==> src/rtl/range_priority_motion_arbiter_unit_macros.svh <==
// ----------------------------------------------------------------------------
// Range priority motion arbiter assertion macros
// Shared property forms for the concurrent checks in the RTL.
// ----------------------------------------------------------------------------
`ifndef RANGE_PRIORITY_MOTION_ARBITER_UNIT_MACROS_SVH
`define RANGE_PRIORITY_MOTION_ARBITER_UNIT_MACROS_SVH

// Same-cycle implication, sampled on clk_i and idle while rst_ni is low.
`define RPMA_ASSERT_NOW(lbl, pre, post, msg) \
  lbl: assert property (@(posedge clk_i) disable iff (!rst_ni) (pre) |-> (post)) \
    else $error(msg);

// Next-cycle implication, sampled on clk_i and idle while rst_ni is low.
`define RPMA_ASSERT_NEXT(lbl, pre, post, msg) \
  lbl: assert property (@(posedge clk_i) disable iff (!rst_ni) (pre) |=> (post)) \
    else $error(msg);

`endif

==> src/rtl/rpma_pkg.sv <==
// ----------------------------------------------------------------------------
// rpma_pkg
// Types, constants and register codes shared by the motion arbiter RTL.
// ----------------------------------------------------------------------------
`default_nettype none

package rpma_pkg;

  // Field widths.
  localparam int unsigned RANGE_W     = 16;
  localparam int unsigned SPEED_W     = 16;
  localparam int unsigned VEL_W       = 12;
  localparam int unsigned RULE_W      = 4;
  localparam int unsigned NUM_SENSORS = 12;
  localparam int unsigned CFG_IDX_W   = 4;
  localparam int unsigned CFG_DATA_W  = 16;

  // Ratio thresholds are Q4.12, so the front-right reading is scaled by 2^12.
  localparam int unsigned RATIO_FRAC  = 12;
  localparam int unsigned PROD_W      = 2 * RANGE_W;
  localparam int unsigned SHIFTED_W   = RANGE_W + RATIO_FRAC;

  // Diagonal push is 0.70711 in Q0.16, rounded half up.
  localparam int unsigned DIAG_FRAC   = 16;
  localparam int unsigned DIAG_PROD_W = VEL_W + DIAG_FRAC;
  localparam logic [DIAG_FRAC-1:0] DIAG_SCALE = 16'd46341;
  localparam logic [DIAG_FRAC-1:0] DIAG_ROUND = 16'd32768;

  // Sensor positions in the range vector.
  localparam int unsigned SNS_RIGHT       = 0;
  localparam int unsigned SNS_FRONT_RIGHT = 1;
  localparam int unsigned SNS_FRONT       = 2;
  localparam int unsigned SNS_FRONT_LEFT  = 3;
  localparam int unsigned SNS_LEFT        = 4;
  localparam int unsigned SNS_DOWN_FRONT  = 5;
  localparam int unsigned SNS_DOWN        = 6;
  localparam int unsigned SNS_DOWN_BACK   = 7;
  localparam int unsigned SNS_BACK_LOW    = 8;
  localparam int unsigned SNS_UP_BACK     = 9;
  localparam int unsigned SNS_UP          = 10;
  localparam int unsigned SNS_UP_FRONT    = 11;

  // Configuration register indexes.
  localparam logic [CFG_IDX_W-1:0] CFG_OBSTACLE_DISTANCE     = 4'd0;
  localparam logic [CFG_IDX_W-1:0] CFG_OBSTACLE_SPEED        = 4'd1;
  localparam logic [CFG_IDX_W-1:0] CFG_ALTITUDE_TOLERANCE    = 4'd2;
  localparam logic [CFG_IDX_W-1:0] CFG_MIDDLE_TOLERANCE      = 4'd3;
  localparam logic [CFG_IDX_W-1:0] CFG_WALL_VISIBLE_DISTANCE = 4'd4;
  localparam logic [CFG_IDX_W-1:0] CFG_TURN_RATIO            = 4'd5;
  localparam logic [CFG_IDX_W-1:0] CFG_ADJUST_LEFT_RATIO     = 4'd6;
  localparam logic [CFG_IDX_W-1:0] CFG_ADJUST_RIGHT_RATIO    = 4'd7;

  // Configuration reset values.
  localparam logic [RANGE_W-1:0] OBSTACLE_DISTANCE_RST     = 16'd1000;
  localparam logic [VEL_W-1:0]   OBSTACLE_SPEED_RST        = 12'd500;
  localparam logic [RANGE_W-1:0] ALTITUDE_TOLERANCE_RST    = 16'd300;
  localparam logic [RANGE_W-1:0] MIDDLE_TOLERANCE_RST      = 16'd300;
  localparam logic [RANGE_W-1:0] WALL_VISIBLE_DISTANCE_RST = 16'd10000;
  localparam logic [RANGE_W-1:0] TURN_RATIO_RST            = 16'd5793;
  localparam logic [RANGE_W-1:0] ADJUST_LEFT_RATIO_RST     = 16'd5213;
  localparam logic [RANGE_W-1:0] ADJUST_RIGHT_RATIO_RST    = 16'd6372;

  // Default command speeds.
  localparam int unsigned ALTITUDE_SPEED_DEF = 300;
  localparam int unsigned CRUISE_SPEED_DEF   = 500;
  localparam int unsigned TURN_RATE_DEF      = 500;
  localparam int unsigned CENTER_SPEED_DEF   = 300;
  localparam int unsigned SEEK_SPEED_DEF     = 300;

  // Rule numbers in priority order.
  typedef enum logic [RULE_W-1:0] {
    RULE_OBSTACLE     = 4'd0,
    RULE_ALTITUDE     = 4'd1,
    RULE_TURN_RIGHT   = 4'd2,
    RULE_TURN_LEFT    = 4'd3,
    RULE_ADJUST_LEFT  = 4'd4,
    RULE_ADJUST_RIGHT = 4'd5,
    RULE_MIDDLE       = 4'd6,
    RULE_STRAIGHT     = 4'd7,
    RULE_FIND         = 4'd8
  } rule_e;

  typedef logic [RANGE_W-1:0] range_t;

  // Register file contents.
  typedef struct packed {
    logic [RANGE_W-1:0] obstacle_distance;
    logic [VEL_W-1:0]   obstacle_speed;
    logic [RANGE_W-1:0] altitude_tolerance;
    logic [RANGE_W-1:0] middle_tolerance;
    logic [RANGE_W-1:0] wall_visible_distance;
    logic [RANGE_W-1:0] turn_ratio;
    logic [RANGE_W-1:0] adjust_left_ratio;
    logic [RANGE_W-1:0] adjust_right_ratio;
  } cfg_t;

  // Sense stage to arbitration stage.
  typedef struct packed {
    logic [NUM_SENSORS-1:0] close;
    logic                   alt_fire;
    logic                   dn_lt_up;
    logic                   r_gt_f;
    logic                   f_gt_r;
    logic                   l_le_f;
    logic                   r_lt_l;
    logic                   mid_out;
    logic                   wall;
    logic [RANGE_W-1:0]     front_right;
    logic [PROD_W-1:0]      prod_turn;
    logic [PROD_W-1:0]      prod_adj_left;
    logic [PROD_W-1:0]      prod_adj_right;
    logic [VEL_W-1:0]       vel;
    logic [VEL_W-1:0]       diag;
  } sense_t;

  // Arbitration stage to command stage. Push coefficients are two's complement.
  typedef struct packed {
    rule_e            rule;
    logic             dn_lt_up;
    logic             f_gt_r;
    logic             r_lt_l;
    logic [1:0]       x_str;
    logic [3:0]       x_diag;
    logic [1:0]       y_str;
    logic [3:0]       y_diag;
    logic [1:0]       z_str;
    logic [3:0]       z_diag;
    logic [VEL_W-1:0] vel;
    logic [VEL_W-1:0] diag;
  } arb_t;

  // Final command.
  typedef struct packed {
    logic [SPEED_W-1:0] speed_x;
    logic [SPEED_W-1:0] speed_y;
    logic [SPEED_W-1:0] speed_z;
    logic [SPEED_W-1:0] yaw_rate;
    rule_e              rule;
  } cmd_t;

endpackage

`default_nettype wire

==> src/rtl/rpma_if.sv <==
// ----------------------------------------------------------------------------
// rpma_if
// Valid/ready channels for the range set beat and the command beat.
// ----------------------------------------------------------------------------
`default_nettype none

interface rpma_in_if import rpma_pkg::*; ();
  logic               valid;
  logic               ready;
  logic [RANGE_W-1:0] right_range;
  logic [RANGE_W-1:0] front_right_range;
  logic [RANGE_W-1:0] front_range;
  logic [RANGE_W-1:0] front_left_range;
  logic [RANGE_W-1:0] left_range;
  logic [RANGE_W-1:0] down_front_range;
  logic [RANGE_W-1:0] down_range;
  logic [RANGE_W-1:0] down_back_range;
  logic [RANGE_W-1:0] back_low_range;
  logic [RANGE_W-1:0] up_back_range;
  logic [RANGE_W-1:0] up_range;
  logic [RANGE_W-1:0] up_front_range;

  modport source (
    output valid, right_range, front_right_range, front_range, front_left_range,
           left_range, down_front_range, down_range, down_back_range,
           back_low_range, up_back_range, up_range, up_front_range,
    input  ready
  );

  modport sink (
    input  valid, right_range, front_right_range, front_range, front_left_range,
           left_range, down_front_range, down_range, down_back_range,
           back_low_range, up_back_range, up_range, up_front_range,
    output ready
  );
endinterface

interface rpma_out_if import rpma_pkg::*; ();
  logic                      valid;
  logic                      ready;
  logic signed [SPEED_W-1:0] speed_x;
  logic signed [SPEED_W-1:0] speed_y;
  logic signed [SPEED_W-1:0] speed_z;
  logic signed [SPEED_W-1:0] yaw_rate;
  logic [RULE_W-1:0]         rule_fired;

  modport source (
    output valid, speed_x, speed_y, speed_z, yaw_rate, rule_fired,
    input  ready
  );

  modport sink (
    input  valid, speed_x, speed_y, speed_z, yaw_rate, rule_fired,
    output ready
  );
endinterface

`default_nettype wire

==> src/rtl/range_priority_motion_arbiter_unit.sv <==
// ----------------------------------------------------------------------------
// range_priority_motion_arbiter_unit
// Turns twelve range readings into one prioritized velocity command.
// ----------------------------------------------------------------------------
// Each range set beat yields exactly one command beat, and a new beat can be
// accepted on every clock unless a stalled output has backed up every stage:
// the unit is a three-stage pipeline (compare and multiply, rule priority,
// command build), and each stage register has its own valid bit and takes a
// beat whenever it is empty or draining, so bubbles close up and a stalled
// output holds its beat while the stages behind it keep filling. The eight
// configuration registers are written through the plain write port and
// should only change while no beat is in flight.
`default_nettype none
`include "range_priority_motion_arbiter_unit_macros.svh"

module range_priority_motion_arbiter_unit import rpma_pkg::*; #(
  parameter int unsigned ALTITUDE_SPEED = ALTITUDE_SPEED_DEF,
  parameter int unsigned CRUISE_SPEED   = CRUISE_SPEED_DEF,
  parameter int unsigned TURN_RATE      = TURN_RATE_DEF,
  parameter int unsigned CENTER_SPEED   = CENTER_SPEED_DEF,
  parameter int unsigned SEEK_SPEED     = SEEK_SPEED_DEF
) (
  input  wire logic                  clk_i,
  input  wire logic                  rst_ni,
  input  wire logic                  cfg_we_i,
  input  wire logic [CFG_IDX_W-1:0]  cfg_idx_i,
  input  wire logic [CFG_DATA_W-1:0] cfg_data_i,
  rpma_in_if.sink                    in_i,
  rpma_out_if.source                 out_o
);

  localparam logic signed [SPEED_W-1:0] SeekNeg = -$signed(SPEED_W'(SEEK_SPEED));

  cfg_t                     cfg_q;
  range_t [NUM_SENSORS-1:0] ranges;
  logic                     s1_valid, s1_ready;
  sense_t                   s1_data;
  logic                     s2_valid, s2_ready;
  arb_t                     s2_data;
  logic                     s3_ready;
  cmd_t                     s3_data;

  // Configuration registers; unknown indexes are ignored.
  always_ff @(posedge clk_i or negedge rst_ni) begin
    if (!rst_ni) begin
      cfg_q.obstacle_distance     <= OBSTACLE_DISTANCE_RST;
      cfg_q.obstacle_speed        <= OBSTACLE_SPEED_RST;
      cfg_q.altitude_tolerance    <= ALTITUDE_TOLERANCE_RST;
      cfg_q.middle_tolerance      <= MIDDLE_TOLERANCE_RST;
      cfg_q.wall_visible_distance <= WALL_VISIBLE_DISTANCE_RST;
      cfg_q.turn_ratio            <= TURN_RATIO_RST;
      cfg_q.adjust_left_ratio     <= ADJUST_LEFT_RATIO_RST;
      cfg_q.adjust_right_ratio    <= ADJUST_RIGHT_RATIO_RST;
    end else if (cfg_we_i) begin
      case (cfg_idx_i)
        CFG_OBSTACLE_DISTANCE:     cfg_q.obstacle_distance     <= cfg_data_i;
        CFG_OBSTACLE_SPEED:        cfg_q.obstacle_speed        <= cfg_data_i[VEL_W-1:0];
        CFG_ALTITUDE_TOLERANCE:    cfg_q.altitude_tolerance    <= cfg_data_i;
        CFG_MIDDLE_TOLERANCE:      cfg_q.middle_tolerance      <= cfg_data_i;
        CFG_WALL_VISIBLE_DISTANCE: cfg_q.wall_visible_distance <= cfg_data_i;
        CFG_TURN_RATIO:            cfg_q.turn_ratio            <= cfg_data_i;
        CFG_ADJUST_LEFT_RATIO:     cfg_q.adjust_left_ratio     <= cfg_data_i;
        CFG_ADJUST_RIGHT_RATIO:    cfg_q.adjust_right_ratio    <= cfg_data_i;
        default: begin
        end
      endcase
    end
  end

  // Gather the readings in sensor order.
  assign ranges[SNS_RIGHT]       = in_i.right_range;
  assign ranges[SNS_FRONT_RIGHT] = in_i.front_right_range;
  assign ranges[SNS_FRONT]       = in_i.front_range;
  assign ranges[SNS_FRONT_LEFT]  = in_i.front_left_range;
  assign ranges[SNS_LEFT]        = in_i.left_range;
  assign ranges[SNS_DOWN_FRONT]  = in_i.down_front_range;
  assign ranges[SNS_DOWN]        = in_i.down_range;
  assign ranges[SNS_DOWN_BACK]   = in_i.down_back_range;
  assign ranges[SNS_BACK_LOW]    = in_i.back_low_range;
  assign ranges[SNS_UP_BACK]     = in_i.up_back_range;
  assign ranges[SNS_UP]          = in_i.up_range;
  assign ranges[SNS_UP_FRONT]    = in_i.up_front_range;

  // Stage one: comparisons and products.
  rpma_sense u_sense (
    .clk_i    (clk_i),
    .rst_ni   (rst_ni),
    .valid_i  (in_i.valid),
    .ready_o  (in_i.ready),
    .ranges_i (ranges),
    .cfg_i    (cfg_q),
    .valid_o  (s1_valid),
    .ready_i  (s1_ready),
    .data_o   (s1_data)
  );

  // Stage two: rule priority.
  rpma_arbit u_arbit (
    .clk_i   (clk_i),
    .rst_ni  (rst_ni),
    .valid_i (s1_valid),
    .ready_o (s1_ready),
    .data_i  (s1_data),
    .valid_o (s2_valid),
    .ready_i (s2_ready),
    .data_o  (s2_data)
  );

  // Stage three: command build and output register.
  rpma_cmd #(
    .ALTITUDE_SPEED (ALTITUDE_SPEED),
    .CRUISE_SPEED   (CRUISE_SPEED),
    .TURN_RATE      (TURN_RATE),
    .CENTER_SPEED   (CENTER_SPEED),
    .SEEK_SPEED     (SEEK_SPEED)
  ) u_cmd (
    .clk_i   (clk_i),
    .rst_ni  (rst_ni),
    .valid_i (s2_valid),
    .ready_o (s2_ready),
    .data_i  (s2_data),
    .valid_o (out_o.valid),
    .ready_i (s3_ready),
    .data_o  (s3_data)
  );

  assign s3_ready         = out_o.ready;
  assign out_o.speed_x    = s3_data.speed_x;
  assign out_o.speed_y    = s3_data.speed_y;
  assign out_o.speed_z    = s3_data.speed_z;
  assign out_o.yaw_rate   = s3_data.yaw_rate;
  assign out_o.rule_fired = s3_data.rule;

  // A stalled first stage keeps its beat intact.
  `RPMA_ASSERT_NEXT(a_s1_hold, s1_valid && !s1_ready, s1_valid && $stable(s1_data), "stage one beat changed under stall")

  // Yaw commands come only from the turn and adjust rules.
  `RPMA_ASSERT_NOW(a_yaw_rule, out_o.valid && out_o.yaw_rate != '0, out_o.rule_fired == RULE_TURN_RIGHT || out_o.rule_fired == RULE_TURN_LEFT || out_o.rule_fired == RULE_ADJUST_LEFT || out_o.rule_fired == RULE_ADJUST_RIGHT, "yaw set by a rule without yaw")

  // The wall search command is a pure sideways seek.
  `RPMA_ASSERT_NOW(a_find_cmd, out_o.valid && out_o.rule_fired == RULE_FIND, out_o.speed_x == '0 && out_o.speed_y == SeekNeg && out_o.speed_z == '0 && out_o.yaw_rate == '0, "bad wall search command")

endmodule

`default_nettype wire

==> src/rtl/rpma_sense.sv <==
// ----------------------------------------------------------------------------
// rpma_sense
// First stage: range comparisons, ratio products and the diagonal push speed.
// ----------------------------------------------------------------------------
`default_nettype none

module rpma_sense import rpma_pkg::*; (
  input  wire logic                         clk_i,
  input  wire logic                         rst_ni,
  input  wire logic                         valid_i,
  output      logic                         ready_o,
  input  wire range_t [NUM_SENSORS-1:0]     ranges_i,
  input  wire cfg_t                         cfg_i,
  output      logic                         valid_o,
  input  wire logic                         ready_i,
  output      sense_t                       data_o
);

  logic                   valid_q;
  sense_t                 data_q;
  sense_t                 data_d;
  logic [RANGE_W-1:0]     r, fr, f, l, dn, up;
  logic [RANGE_W-1:0]     alt_mag;
  logic [RANGE_W:0]       r_plus_tol;
  logic [RANGE_W:0]       l_plus_tol;
  logic [DIAG_PROD_W-1:0] diag_prod;

  assign r  = ranges_i[SNS_RIGHT];
  assign fr = ranges_i[SNS_FRONT_RIGHT];
  assign f  = ranges_i[SNS_FRONT];
  assign l  = ranges_i[SNS_LEFT];
  assign dn = ranges_i[SNS_DOWN];
  assign up = ranges_i[SNS_UP];

  // Middle-line test is done without signs: r < l - tol is r + tol < l.
  assign r_plus_tol = {1'b0, r} + {1'b0, cfg_i.middle_tolerance};
  assign l_plus_tol = {1'b0, l} + {1'b0, cfg_i.middle_tolerance};

  // Rounded diagonal push speed.
  assign diag_prod = DIAG_PROD_W'(cfg_i.obstacle_speed) * DIAG_PROD_W'(DIAG_SCALE)
                   + DIAG_PROD_W'(DIAG_ROUND);

  assign alt_mag = (dn < up) ? (up - dn) : (dn - up);

  // Comparisons and products for the rule tests.
  always_comb begin
    for (int i = 0; i < NUM_SENSORS; i++) begin
      data_d.close[i] = ranges_i[i] < cfg_i.obstacle_distance;
    end
    data_d.alt_fire       = alt_mag > cfg_i.altitude_tolerance;
    data_d.dn_lt_up       = dn < up;
    data_d.r_gt_f         = r > f;
    data_d.f_gt_r         = f > r;
    data_d.l_le_f         = l <= f;
    data_d.r_lt_l         = r < l;
    data_d.mid_out        = (r_plus_tol < {1'b0, l}) || ({1'b0, r} > l_plus_tol);
    data_d.wall           = r < cfg_i.wall_visible_distance;
    data_d.front_right    = fr;
    data_d.prod_turn      = PROD_W'(r) * PROD_W'(cfg_i.turn_ratio);
    data_d.prod_adj_left  = PROD_W'(r) * PROD_W'(cfg_i.adjust_left_ratio);
    data_d.prod_adj_right = PROD_W'(r) * PROD_W'(cfg_i.adjust_right_ratio);
    data_d.vel            = cfg_i.obstacle_speed;
    data_d.diag           = diag_prod[DIAG_PROD_W-1:DIAG_FRAC];
  end

  // Stage handshake: the register takes a new beat when empty or draining.
  assign ready_o = !valid_q || ready_i;

  always_ff @(posedge clk_i or negedge rst_ni) begin
    if (!rst_ni) begin
      valid_q <= 1'b0;
    end else if (ready_o) begin
      valid_q <= valid_i;
    end
  end

  always_ff @(posedge clk_i) begin
    if (ready_o && valid_i) begin
      data_q <= data_d;
    end
  end

  assign valid_o = valid_q;
  assign data_o  = data_q;

endmodule

`default_nettype wire

==> src/rtl/rpma_arbit.sv <==
// ----------------------------------------------------------------------------
// rpma_arbit
// Second stage: ratio compares, rule priority and obstacle push coefficients.
// ----------------------------------------------------------------------------
`default_nettype none

module rpma_arbit import rpma_pkg::*; (
  input  wire logic   clk_i,
  input  wire logic   rst_ni,
  input  wire logic   valid_i,
  output      logic   ready_o,
  input  wire sense_t data_i,
  output      logic   valid_o,
  input  wire logic   ready_i,
  output      arb_t   data_o
);

  logic              valid_q;
  arb_t              data_q;
  arb_t              data_d;
  logic [PROD_W-1:0] fr_scaled;
  logic              turn_gt;
  logic              adj_left_lt;
  logic              adj_right_gt;
  logic [NUM_SENSORS-1:0] c;

  assign c = data_i.close;

  // Front-right reading in Q4.12 against the right reading times each ratio.
  assign fr_scaled    = PROD_W'({data_i.front_right, {RATIO_FRAC{1'b0}}});
  assign turn_gt      = fr_scaled > data_i.prod_turn;
  assign adj_left_lt  = fr_scaled < data_i.prod_adj_left;
  assign adj_right_gt = fr_scaled > data_i.prod_adj_right;

  // First rule that fires wins.
  always_comb begin
    if (|c) begin
      data_d.rule = RULE_OBSTACLE;
    end else if (data_i.alt_fire) begin
      data_d.rule = RULE_ALTITUDE;
    end else if (data_i.r_gt_f && turn_gt) begin
      data_d.rule = RULE_TURN_RIGHT;
    end else if (data_i.r_gt_f) begin
      data_d.rule = RULE_TURN_LEFT;
    end else if (adj_left_lt) begin
      data_d.rule = RULE_ADJUST_LEFT;
    end else if (adj_right_gt) begin
      data_d.rule = RULE_ADJUST_RIGHT;
    end else if (data_i.l_le_f && data_i.mid_out) begin
      data_d.rule = RULE_MIDDLE;
    end else if (data_i.wall) begin
      data_d.rule = RULE_STRAIGHT;
    end else begin
      data_d.rule = RULE_FIND;
    end
  end

  // Net push count per axis, split into straight and diagonal sensors.
  always_comb begin
    data_d.dn_lt_up = data_i.dn_lt_up;
    data_d.f_gt_r   = data_i.f_gt_r;
    data_d.r_lt_l   = data_i.r_lt_l;
    data_d.x_str    = 2'(c[SNS_BACK_LOW]) - 2'(c[SNS_FRONT]);
    data_d.x_diag   = 4'(c[SNS_DOWN_BACK]) + 4'(c[SNS_UP_BACK])
                    - 4'(c[SNS_FRONT_RIGHT]) - 4'(c[SNS_FRONT_LEFT])
                    - 4'(c[SNS_DOWN_FRONT]) - 4'(c[SNS_UP_FRONT]);
    data_d.y_str    = 2'(c[SNS_RIGHT]) - 2'(c[SNS_LEFT]);
    data_d.y_diag   = 4'(c[SNS_FRONT_RIGHT]) - 4'(c[SNS_FRONT_LEFT]);
    data_d.z_str    = 2'(c[SNS_DOWN]) - 2'(c[SNS_UP]);
    data_d.z_diag   = 4'(c[SNS_DOWN_FRONT]) + 4'(c[SNS_DOWN_BACK])
                    - 4'(c[SNS_UP_BACK]) - 4'(c[SNS_UP_FRONT]);
    data_d.vel      = data_i.vel;
    data_d.diag     = data_i.diag;
  end

  // Stage handshake.
  assign ready_o = !valid_q || ready_i;

  always_ff @(posedge clk_i or negedge rst_ni) begin
    if (!rst_ni) begin
      valid_q <= 1'b0;
    end else if (ready_o) begin
      valid_q <= valid_i;
    end
  end

  always_ff @(posedge clk_i) begin
    if (ready_o && valid_i) begin
      data_q <= data_d;
    end
  end

  assign valid_o = valid_q;
  assign data_o  = data_q;

endmodule

`default_nettype wire

==> src/rtl/rpma_cmd.sv <==
// ----------------------------------------------------------------------------
// rpma_cmd
// Third stage: builds the saturated velocity command for the winning rule.
// ----------------------------------------------------------------------------
`default_nettype none

module rpma_cmd import rpma_pkg::*; #(
  parameter int unsigned ALTITUDE_SPEED = ALTITUDE_SPEED_DEF,
  parameter int unsigned CRUISE_SPEED   = CRUISE_SPEED_DEF,
  parameter int unsigned TURN_RATE      = TURN_RATE_DEF,
  parameter int unsigned CENTER_SPEED   = CENTER_SPEED_DEF,
  parameter int unsigned SEEK_SPEED     = SEEK_SPEED_DEF
) (
  input  wire logic clk_i,
  input  wire logic rst_ni,
  input  wire logic valid_i,
  output      logic ready_o,
  input  wire arb_t data_i,
  output      logic valid_o,
  input  wire logic ready_i,
  output      cmd_t data_o
);

  localparam int unsigned SUM_W = SPEED_W + 2;

  localparam logic signed [SUM_W-1:0]   SumMax   = SUM_W'(32767);
  localparam logic signed [SUM_W-1:0]   SumMin   = SUM_W'(-32768);
  localparam logic signed [SPEED_W-1:0] AltPos   = SPEED_W'(ALTITUDE_SPEED);
  localparam logic signed [SPEED_W-1:0] AltNeg   = -AltPos;
  localparam logic signed [SPEED_W-1:0] Cruise   = SPEED_W'(CRUISE_SPEED);
  localparam logic signed [SPEED_W-1:0] TurnPos  = SPEED_W'(TURN_RATE);
  localparam logic signed [SPEED_W-1:0] TurnNeg  = -TurnPos;
  localparam logic signed [SPEED_W-1:0] CtrPos   = SPEED_W'(CENTER_SPEED);
  localparam logic signed [SPEED_W-1:0] CtrNeg   = -CtrPos;
  localparam logic signed [SPEED_W-1:0] SeekNeg  = -$signed(SPEED_W'(SEEK_SPEED));

  logic                      valid_q;
  cmd_t                      data_q;
  cmd_t                      data_d;
  logic signed [SUM_W-1:0]   x_sum, y_sum, z_sum;

  // Straight count times push speed plus diagonal count times diagonal speed.
  function automatic logic signed [SUM_W-1:0] push_sum(
    input logic [1:0]       str,
    input logic [3:0]       dia,
    input logic [VEL_W-1:0] vel,
    input logic [VEL_W-1:0] dg
  );
    return SUM_W'($signed(str)) * SUM_W'($signed({1'b0, vel}))
         + SUM_W'($signed(dia)) * SUM_W'($signed({1'b0, dg}));
  endfunction

  // Clamp to the signed 16-bit command range.
  function automatic logic signed [SPEED_W-1:0] sat_speed(
    input logic signed [SUM_W-1:0] v
  );
    logic signed [SUM_W-1:0] t;
    t = v;
    if (v > SumMax) begin
      t = SumMax;
    end else if (v < SumMin) begin
      t = SumMin;
    end
    return t[SPEED_W-1:0];
  endfunction

  assign x_sum = push_sum(data_i.x_str, data_i.x_diag, data_i.vel, data_i.diag);
  assign y_sum = push_sum(data_i.y_str, data_i.y_diag, data_i.vel, data_i.diag);
  assign z_sum = push_sum(data_i.z_str, data_i.z_diag, data_i.vel, data_i.diag);

  // Command for the winning rule; fields a rule does not set stay zero.
  always_comb begin
    data_d.speed_x  = '0;
    data_d.speed_y  = '0;
    data_d.speed_z  = '0;
    data_d.yaw_rate = '0;
    data_d.rule     = data_i.rule;
    case (data_i.rule)
      RULE_OBSTACLE: begin
        data_d.speed_x = sat_speed(x_sum);
        data_d.speed_y = sat_speed(y_sum);
        data_d.speed_z = sat_speed(z_sum);
      end
      RULE_ALTITUDE: begin
        data_d.speed_z = data_i.dn_lt_up ? AltPos : AltNeg;
        data_d.speed_x = data_i.f_gt_r ? Cruise : '0;
      end
      RULE_TURN_RIGHT: begin
        data_d.yaw_rate = TurnNeg;
      end
      RULE_TURN_LEFT: begin
        data_d.yaw_rate = TurnPos;
      end
      RULE_ADJUST_LEFT: begin
        data_d.yaw_rate = TurnPos;
        data_d.speed_x  = Cruise;
      end
      RULE_ADJUST_RIGHT: begin
        data_d.yaw_rate = TurnNeg;
        data_d.speed_x  = Cruise;
      end
      RULE_MIDDLE: begin
        data_d.speed_y = data_i.r_lt_l ? CtrPos : CtrNeg;
      end
      RULE_STRAIGHT: begin
        data_d.speed_x = Cruise;
      end
      RULE_FIND: begin
        data_d.speed_y = SeekNeg;
      end
      default: begin
        data_d.speed_x = '0;
      end
    endcase
  end

  // Output register doubles as the stage register.
  assign ready_o = !valid_q || ready_i;

  always_ff @(posedge clk_i or negedge rst_ni) begin
    if (!rst_ni) begin
      valid_q <= 1'b0;
    end else if (ready_o) begin
      valid_q <= valid_i;
    end
  end

  always_ff @(posedge clk_i) begin
    if (ready_o && valid_i) begin
      data_q <= data_d;
    end
  end

  assign valid_o = valid_q;
  assign data_o  = data_q;

endmodule

`default_nettype wire

==> src/flat_wrapper.sv <==
// flat-port wrapper written by rule: the top's interface ports become plain ports
module range_priority_motion_arbiter_unit_flat import rpma_pkg::*;
#(
  parameter int unsigned ALTITUDE_SPEED = ALTITUDE_SPEED_DEF,
  parameter int unsigned CRUISE_SPEED   = CRUISE_SPEED_DEF,
  parameter int unsigned TURN_RATE      = TURN_RATE_DEF,
  parameter int unsigned CENTER_SPEED   = CENTER_SPEED_DEF,
  parameter int unsigned SEEK_SPEED     = SEEK_SPEED_DEF
)
  (clk_i, rst_ni, cfg_we_i, cfg_idx_i, cfg_data_i, in_i_valid, in_i_right_range, in_i_front_right_range, in_i_front_range, in_i_front_left_range, in_i_left_range, in_i_down_front_range, in_i_down_range, in_i_down_back_range, in_i_back_low_range, in_i_up_back_range, in_i_up_range, in_i_up_front_range, in_i_ready, out_o_valid, out_o_speed_x, out_o_speed_y, out_o_speed_z, out_o_yaw_rate, out_o_rule_fired, out_o_ready);
  rpma_in_if in_i_i ();
  rpma_out_if out_o_i ();
  input  wire logic clk_i;
  input  wire logic rst_ni;
  input  wire logic cfg_we_i;
  input  wire logic [CFG_IDX_W-1:0] cfg_idx_i;
  input  wire logic [CFG_DATA_W-1:0] cfg_data_i;
  input wire logic [$bits(in_i_i.valid)-1:0] in_i_valid;
  input wire logic [$bits(in_i_i.right_range)-1:0] in_i_right_range;
  input wire logic [$bits(in_i_i.front_right_range)-1:0] in_i_front_right_range;
  input wire logic [$bits(in_i_i.front_range)-1:0] in_i_front_range;
  input wire logic [$bits(in_i_i.front_left_range)-1:0] in_i_front_left_range;
  input wire logic [$bits(in_i_i.left_range)-1:0] in_i_left_range;
  input wire logic [$bits(in_i_i.down_front_range)-1:0] in_i_down_front_range;
  input wire logic [$bits(in_i_i.down_range)-1:0] in_i_down_range;
  input wire logic [$bits(in_i_i.down_back_range)-1:0] in_i_down_back_range;
  input wire logic [$bits(in_i_i.back_low_range)-1:0] in_i_back_low_range;
  input wire logic [$bits(in_i_i.up_back_range)-1:0] in_i_up_back_range;
  input wire logic [$bits(in_i_i.up_range)-1:0] in_i_up_range;
  input wire logic [$bits(in_i_i.up_front_range)-1:0] in_i_up_front_range;
  output wire logic [$bits(in_i_i.ready)-1:0] in_i_ready;
  output wire logic [$bits(out_o_i.valid)-1:0] out_o_valid;
  output wire logic [$bits(out_o_i.speed_x)-1:0] out_o_speed_x;
  output wire logic [$bits(out_o_i.speed_y)-1:0] out_o_speed_y;
  output wire logic [$bits(out_o_i.speed_z)-1:0] out_o_speed_z;
  output wire logic [$bits(out_o_i.yaw_rate)-1:0] out_o_yaw_rate;
  output wire logic [$bits(out_o_i.rule_fired)-1:0] out_o_rule_fired;
  input wire logic [$bits(out_o_i.ready)-1:0] out_o_ready;
  assign in_i_i.valid = in_i_valid;
  assign in_i_i.right_range = in_i_right_range;
  assign in_i_i.front_right_range = in_i_front_right_range;
  assign in_i_i.front_range = in_i_front_range;
  assign in_i_i.front_left_range = in_i_front_left_range;
  assign in_i_i.left_range = in_i_left_range;
  assign in_i_i.down_front_range = in_i_down_front_range;
  assign in_i_i.down_range = in_i_down_range;
  assign in_i_i.down_back_range = in_i_down_back_range;
  assign in_i_i.back_low_range = in_i_back_low_range;
  assign in_i_i.up_back_range = in_i_up_back_range;
  assign in_i_i.up_range = in_i_up_range;
  assign in_i_i.up_front_range = in_i_up_front_range;
  assign in_i_ready = in_i_i.ready;
  assign out_o_valid = out_o_i.valid;
  assign out_o_speed_x = out_o_i.speed_x;
  assign out_o_speed_y = out_o_i.speed_y;
  assign out_o_speed_z = out_o_i.speed_z;
  assign out_o_yaw_rate = out_o_i.yaw_rate;
  assign out_o_rule_fired = out_o_i.rule_fired;
  assign out_o_i.ready = out_o_ready;
  range_priority_motion_arbiter_unit #(.ALTITUDE_SPEED(ALTITUDE_SPEED), .CRUISE_SPEED(CRUISE_SPEED), .TURN_RATE(TURN_RATE), .CENTER_SPEED(CENTER_SPEED), .SEEK_SPEED(SEEK_SPEED)) u_core (.clk_i(clk_i), .rst_ni(rst_ni), .cfg_we_i(cfg_we_i), .cfg_idx_i(cfg_idx_i), .cfg_data_i(cfg_data_i), .in_i(in_i_i), .out_o(out_o_i));
endmodule
==> config.mk <==
export PLATFORM = sky130hd
export DESIGN_NAME = range_priority_motion_arbiter_unit_flat
export DESIGN_NICKNAME = d
export VERILOG_FILES = /design/src/rtl/rpma_pkg.sv /design/src/rtl/rpma_if.sv /design/src/rtl/range_priority_motion_arbiter_unit.sv /design/src/rtl/rpma_sense.sv /design/src/rtl/rpma_arbit.sv /design/src/rtl/rpma_cmd.sv /design/src/flat_wrapper.sv
export VERILOG_INCLUDE_DIRS = /design/src /design/src/rtl
export SDC_FILE = /design/constraint.sdc
export NUM_CORES = 2
export LEC_CHECK = 0
export BUFFER_PORTS_ARGS = -buffer_cell sky130_fd_sc_hd__buf_2
export CAP_MARGIN = 20
export CORE_MARGIN = 1.5
export CORE_UTILIZATION = 40
export DETAILED_ROUTE_END_ITERATION = 8
export PLACE_DENSITY = 0.64
export SLEW_MARGIN = 20
export SYNTH_ARGS = -nofsm -noshare
export SYNTH_HDL_FRONTEND = slang
export SYNTH_SLANG_ARGS = --single-unit
==> constraint.sdc <==
create_clock -name clk_i -period 20.8 [get_ports clk_i]
set_clock_uncertainty 0.1 [all_clocks]
set_input_delay 4.16 -clock clk_i [delete_from_list [all_inputs] [get_ports clk_i]]
set_output_delay 4.16 -clock clk_i [all_outputs]
set_load 0.005 [all_outputs]
### After elaboration in Yosys (flattened, before gate mapping)

Index checks and enable logic that the tools add are counted.

| storage, ports and cells | value |
|---|---|
| bits in latches | 0 |
| register bits after elaboration | 398 |
| memories kept | 0 |
| RAM bits | 0 |
| bits in read-only memories | 0 |
| word-level logic and storage cells | 171 |

| operators by class | value |
|---|---|
| div/mod/pow operators | 0 |
| shift operators | 0 |
| reduce and logical (&&, ||, !) cells | 29 |
| add/sub/neg operators | 20 |
| order comparisons | 30 |
| multiplexer cells | 21 |
| equality and inequality tests | 15 |
| $mul | 10 |
| bitwise operators | 0 |

Operators with widths:

| kind | count |
|---|---|
| $lt 16x16->1 | 15 |
| $mux 16 | 9 |
| $mul 16x16->32 | 3 |
| $pmux 16 s3 | 2 |
| $gt 28x32->1 | 2 |
| $pmux 16 s2 | 2 |
| $mul 2x13->15 | 4 |
| $gt 16x16->1 | 3 |
| $add 15x17->18 | 2 |
| $gt 18x16->1 const B | 2 |
| $lt 18x16->1 const B | 2 |
| $add 16x16->17 | 2 |
| $mul 4x13->17 | 2 |
| $eq 4x3->1 const B | 8 |
| $lt 28x32->1 | 1 |
| $sub 16x16->16 | 2 |
| $add 28x16->28 const B | 1 |
| $mul 12x16->28 const B | 1 |
| $reduce_or 18->1 | 1 |
| $gt 16x17->1 | 1 |
| $lt 17x16->1 | 1 |
| $add 15x15->16 | 1 |
| $eq 4x2->1 const B | 4 |
| $gt 16x16->1 const B | 1 |
| 24 further kinds | 53 |

### Logic depth before layout (Yosys ltp)

| depth | value |
|---|---|
| depth in word-level cells | 7 |
| depth in mapped cells | 24 |

### By module

From an unflattened synthesis, not the netlist that was laid out.

| unflattened totals | value |
|---|---|
| cell total of the unflattened synthesis | 5981 |
| area total of the unflattened synthesis | 58994.1 µm² |

Modules (own cells, without submodules):

| module | cells an instance | seq. area each (µm²) | area each (µm²) | instances |
|---|---|---|---|---|
| rpma_sense | 4443 | 4709.5 | 41327.1 | 1 |
| rpma_cmd | 966 | 1676.6 | 9629.2 | 1 |
| range_priority_motion_arbiter_unit | 271 | 3158.0 | 4807.1 | 1 |
| rpma_arbit | 301 | 1406.3 | 3230.6 | 1 |

### Least setup slack after synthesis

OpenSTA, ideal clock, no wires.

| timing | value |
|---|---|
| path type | input port to flip-flop |
| from | in in_i_right_range[9] |
| to | reg u_core.u_sense.data_q (netlist bit u_core.u_sense.data_o[54]), data pin |
| arrival time | 9924 ps |
| path buffers | 2 |
| required time | 20520 ps |
| stages on the path | 23 |
| setup slack | 10596 ps |
| cell sequence | clkbuf_1 clkbuf_1 nand2_1 fa_1 inv_1 fa_1 inv_1 fa_1 fa_1 inv_1 fa_1 inv_1 fa_1 inv_1 ha_1 and4_1 and2_1 o21a_1 o211ai_2 a31oi_1 o31ai_1 or4b_1 o311ai_1 |

RTL lines:

| element | RTL line | source |
|---|---|---|
| from (decl) | flat_wrapper.sv:19 | `input wire logic [$bits(in_i_i.right_range)-1:0] in_i_right_range;` |
| to (signal assigned) | rpma_sense.sv:79 | `data_q <= data_d;` |
| to (decl) | rpma_sense.sv:20 | `sense_t data_q;` |

==> results.cfg <==
[clocking]
cts-buffers-inserted = 49
holdBufCountCts = 0
cts_setup_buffers = 0
cts-htree-levels = 2
cts.sinks = 384
cts.path.max_buffers = 3
postCtsResizedCells = 0
cts_root_buf = clkbuf_16
clk_latency_ns = 0.66
clk_pin_slew_ns = 0.06
cts_tree = yes

[routing]
drc = 0
via_per_inst = 5.35
postRouteAntennaNets = 0
dr.pass1.iters = 5
wl_per_cell_um = 20.7
detail_route.iter0.violations = 2919
wirelength_mm = 167
vias = 43300

[placed_design]
numPortBuffers = 284
hpwl_mm = 130
placed_cell_area_sq_mm = 0.0614
placedCellCount = 7976
gp_congestion = 0.934

[timing]
drv_slew = 0
max_clock_freq_ghz = 0.0961
period_share = 0.500
grt_setup_unrepaired = false
min_period_ns = 10.41
relSlewSlack = 0.302
final_hold_viol_count = 0
tns_ns = 0
tightestPinTransition_ns = 1.05
setup_viol = 0

[setup_path]
crit_cells = 23
rr_worst_depth = 21
slowest_delay_ns = 0.55
reg2reg_setup_slack_ns = 14.02
cp_slowest_cell = fa_1
critPathTopFamily = adder cells
cp-end-kind = register
cp_common_cell = fa_1
crit_fanout = 35
crit_chain = buf_2 -> buf_4 -> nand2_1 -> fa_1 -> inv_1 -> fa_1 -> inv_1 -> fa_1 -> fa_1 -> inv_1 -> fa_1 -> inv_1 -> fa_1 -> inv_1 -> ha_1 -> o21a_1 -> o211ai_1 -> or4_1 -> o221ai_1 -> a21oi_1 -> a211oi_2 -> nand4b_1 -> o311ai_1
crit_buf_inv = 7
startpoint_type = primary input
arrival_ns = 10.77
timing.rr.start = u_core.cfg_q[21]
criticalPathCategory = in2reg
required_ns = 21.16
r2r_end = u_core.u_sense.data_o[84]

[logic_synthesis]
synth_area_sq_mm = 0.0582
synthArstFlopShare = 0.331
ys_top_cells_by_count = 1047 x inv_1, 913 x ha_1, 740 x fa_1
synthFlopType = edfxtp_1
avgSynthCellArea_sq_um = 9.75
yosysWarnings = 0
synth.distinct_cells = 90
yosysSeqAreaShare = 0.188
synth.top_cell.area_share = 0.254
netlist_instances = 5974
synth.largest_area_cell = fa_1
synth_edf_count = 257
yosysMostFrequentCell = inv_1
ys_ff_latch = 384
yosys-top-cells-area = fa_1 25%, ha_1 20%, edfxtp_1 13%, inv_1 6.7%, and2_1 4.3%

[die]
ios = 287
die_area_sq_mm = 0.148
core.rowCount = 139
initial_core_util = 0.404
core-area_sq_mm = 0.144
die_w_um = 385
die_y_um = 385

[global_routing]
grt_max_degree = 75
antenna_found_initial = 35
grt_use_met1 = 0.319
grt_overflow = 0
track_usage = 0.228
use_met3 = 0.0472
grt_pass1_wl_mm = 259
grt-busiest-layer = met2
grt_use_met2 = 0.352
grt_pass1_vias = 44500

[finish]
fin_cells = 8091
post-route-util = 0.439
fin_nets = 7994
design_area_sq_mm = 0.0632
layout-drive-gt1-share = 0.0986
fillers = 13800
syn_to_final_growth_pct = 8.44

[worst_hold_path]
hold_start = u_core.u_sense.data_o[9]
whs_path_depth = 0
min_to = u_core.u_arbit.data_o[9]
hold_class = reg2reg

[run]
max-cap-violations = 0

[run_status]
status = completed
-- cells in the final DEF, fill, tap and decap left out, types with 130 or more instances in the layout --
cell type and instances:
a21o_1 188, nand2_1 592, a21oi_1 208, mux2_2 130, inv_1 1047, buf_2 283, o21ai_0 155, fa_1 740
ha_1 913, nor2_1 173, edfxtp_1 257, and2_1 398
-- layout make-up --
class | instances | area [sq um] | area share
Antenna cell | 24 | 60.1 | 0.000951
Clock buffer | 64 | 1400 | 0.0221
Clock inverter | 27 | 282 | 0.00446
Inverter | 1048 | 3930 | 0.0623
Multi-Input combinational cell | 4326 | 42500 | 0.673
Sequential cell | 384 | 11000 | 0.173
Tap cell | 1903 | 2380 | 0.0377
Timing Repair Buffer | 315 | 1660 | 0.0263
-- stage by stage --
stage | hold WS (ns) | setup slack [ns]
5_1_grt | 0.330 | 10.09
2_1_floorplan | 0.300 | 10.60
6_report | 0.319 | 10.39
3_3_place_gp | 0.303 | 9.88
4_1_cts | 0.318 | 10.49
3_5_place_dp | 0.305 | 9.79
-- flip-flops by register name, summed over array words and instances, names as in the netlist --
| name | cells |
|---|---|
| u_core.u_cmd.data_o | 55 |
| u_core.cfg_q | 124 |
| u_core.u_cmd.valid_o | 1 |
| u_core.u_sense.data_o | 156 |
| u_core.u_sense.valid_o | 1 |
| u_core.u_arbit.valid_o | 1 |
| u_core.u_arbit.data_o | 46 |
-- logic make-up (layout without fill, tap and decap cells) --
group	count (synthesis)	count (layout)	share of synthesized area
xor gates and xnor gates	171	171	0.0258
adders and majority gates	1653	1653	0.451
AOI/OAI and AO/OA	858	858	0.0980
muxes	138	138	0.0265
other	1	26	0.0000644
buffers and inverters	1265	1454	0.0827
DFF	384	384	0.188
and+or+nand+nor	1504	1504	0.128
-- worst register-to-register path, cell delays in order, from the launching register on --
cell,delay [ns]
dfrtp_1,0.81
nand2_1,0.18
fa_1,0.54
inv_1,0.05
fa_1,0.52
inv_1,0.05
fa_1,0.49
inv_1,0.05
fa_1,0.47
inv_1,0.05
fa_1,0.53
inv_1,0.05
fa_1,0.47
ha_1,0.39
a21o_1,0.19
a21o_1,0.16
a21o_1,0.21
a311o_1,0.37
a31o_2,0.25
a31oi_1,0.31
o2bb2ai_1,0.14
xor2_1,0.15
-- how the worst max path moves through the flow --
stage | from | end | slack (ns)
6_report | in_i_right_range[10] | u_core.u_sense.data_o[118] | 10.39
5_1_grt | in_i_right_range[6] | u_core.u_sense.data_o[54] | 10.09
4_1_cts | in_i_right_range[10] | u_core.u_sense.data_o[118] | 10.49
3_5_place_dp | in_i_right_range[10] | u_core.u_sense.data_o[118] | 9.79
3_3_place_gp | in_i_right_range[10] | u_core.u_sense.data_o[87] | 9.88
2_1_floorplan | in_i_right_range[9] | u_core.u_sense.data_o[54] | 10.60
-- per-layer routing --
layer | vias up | share of wire
li1 | 19900 | -
met1 | 21600 | 0.45
met2 | 1471 | 0.44
met3 | 265 | 0.088
met4 | 16 | 0.030
met5 | - | 0.00090
Power is left out: the tool's default activity adds up to more than one toggle a clock period on the data nets, which glitch-free logic cannot reach.
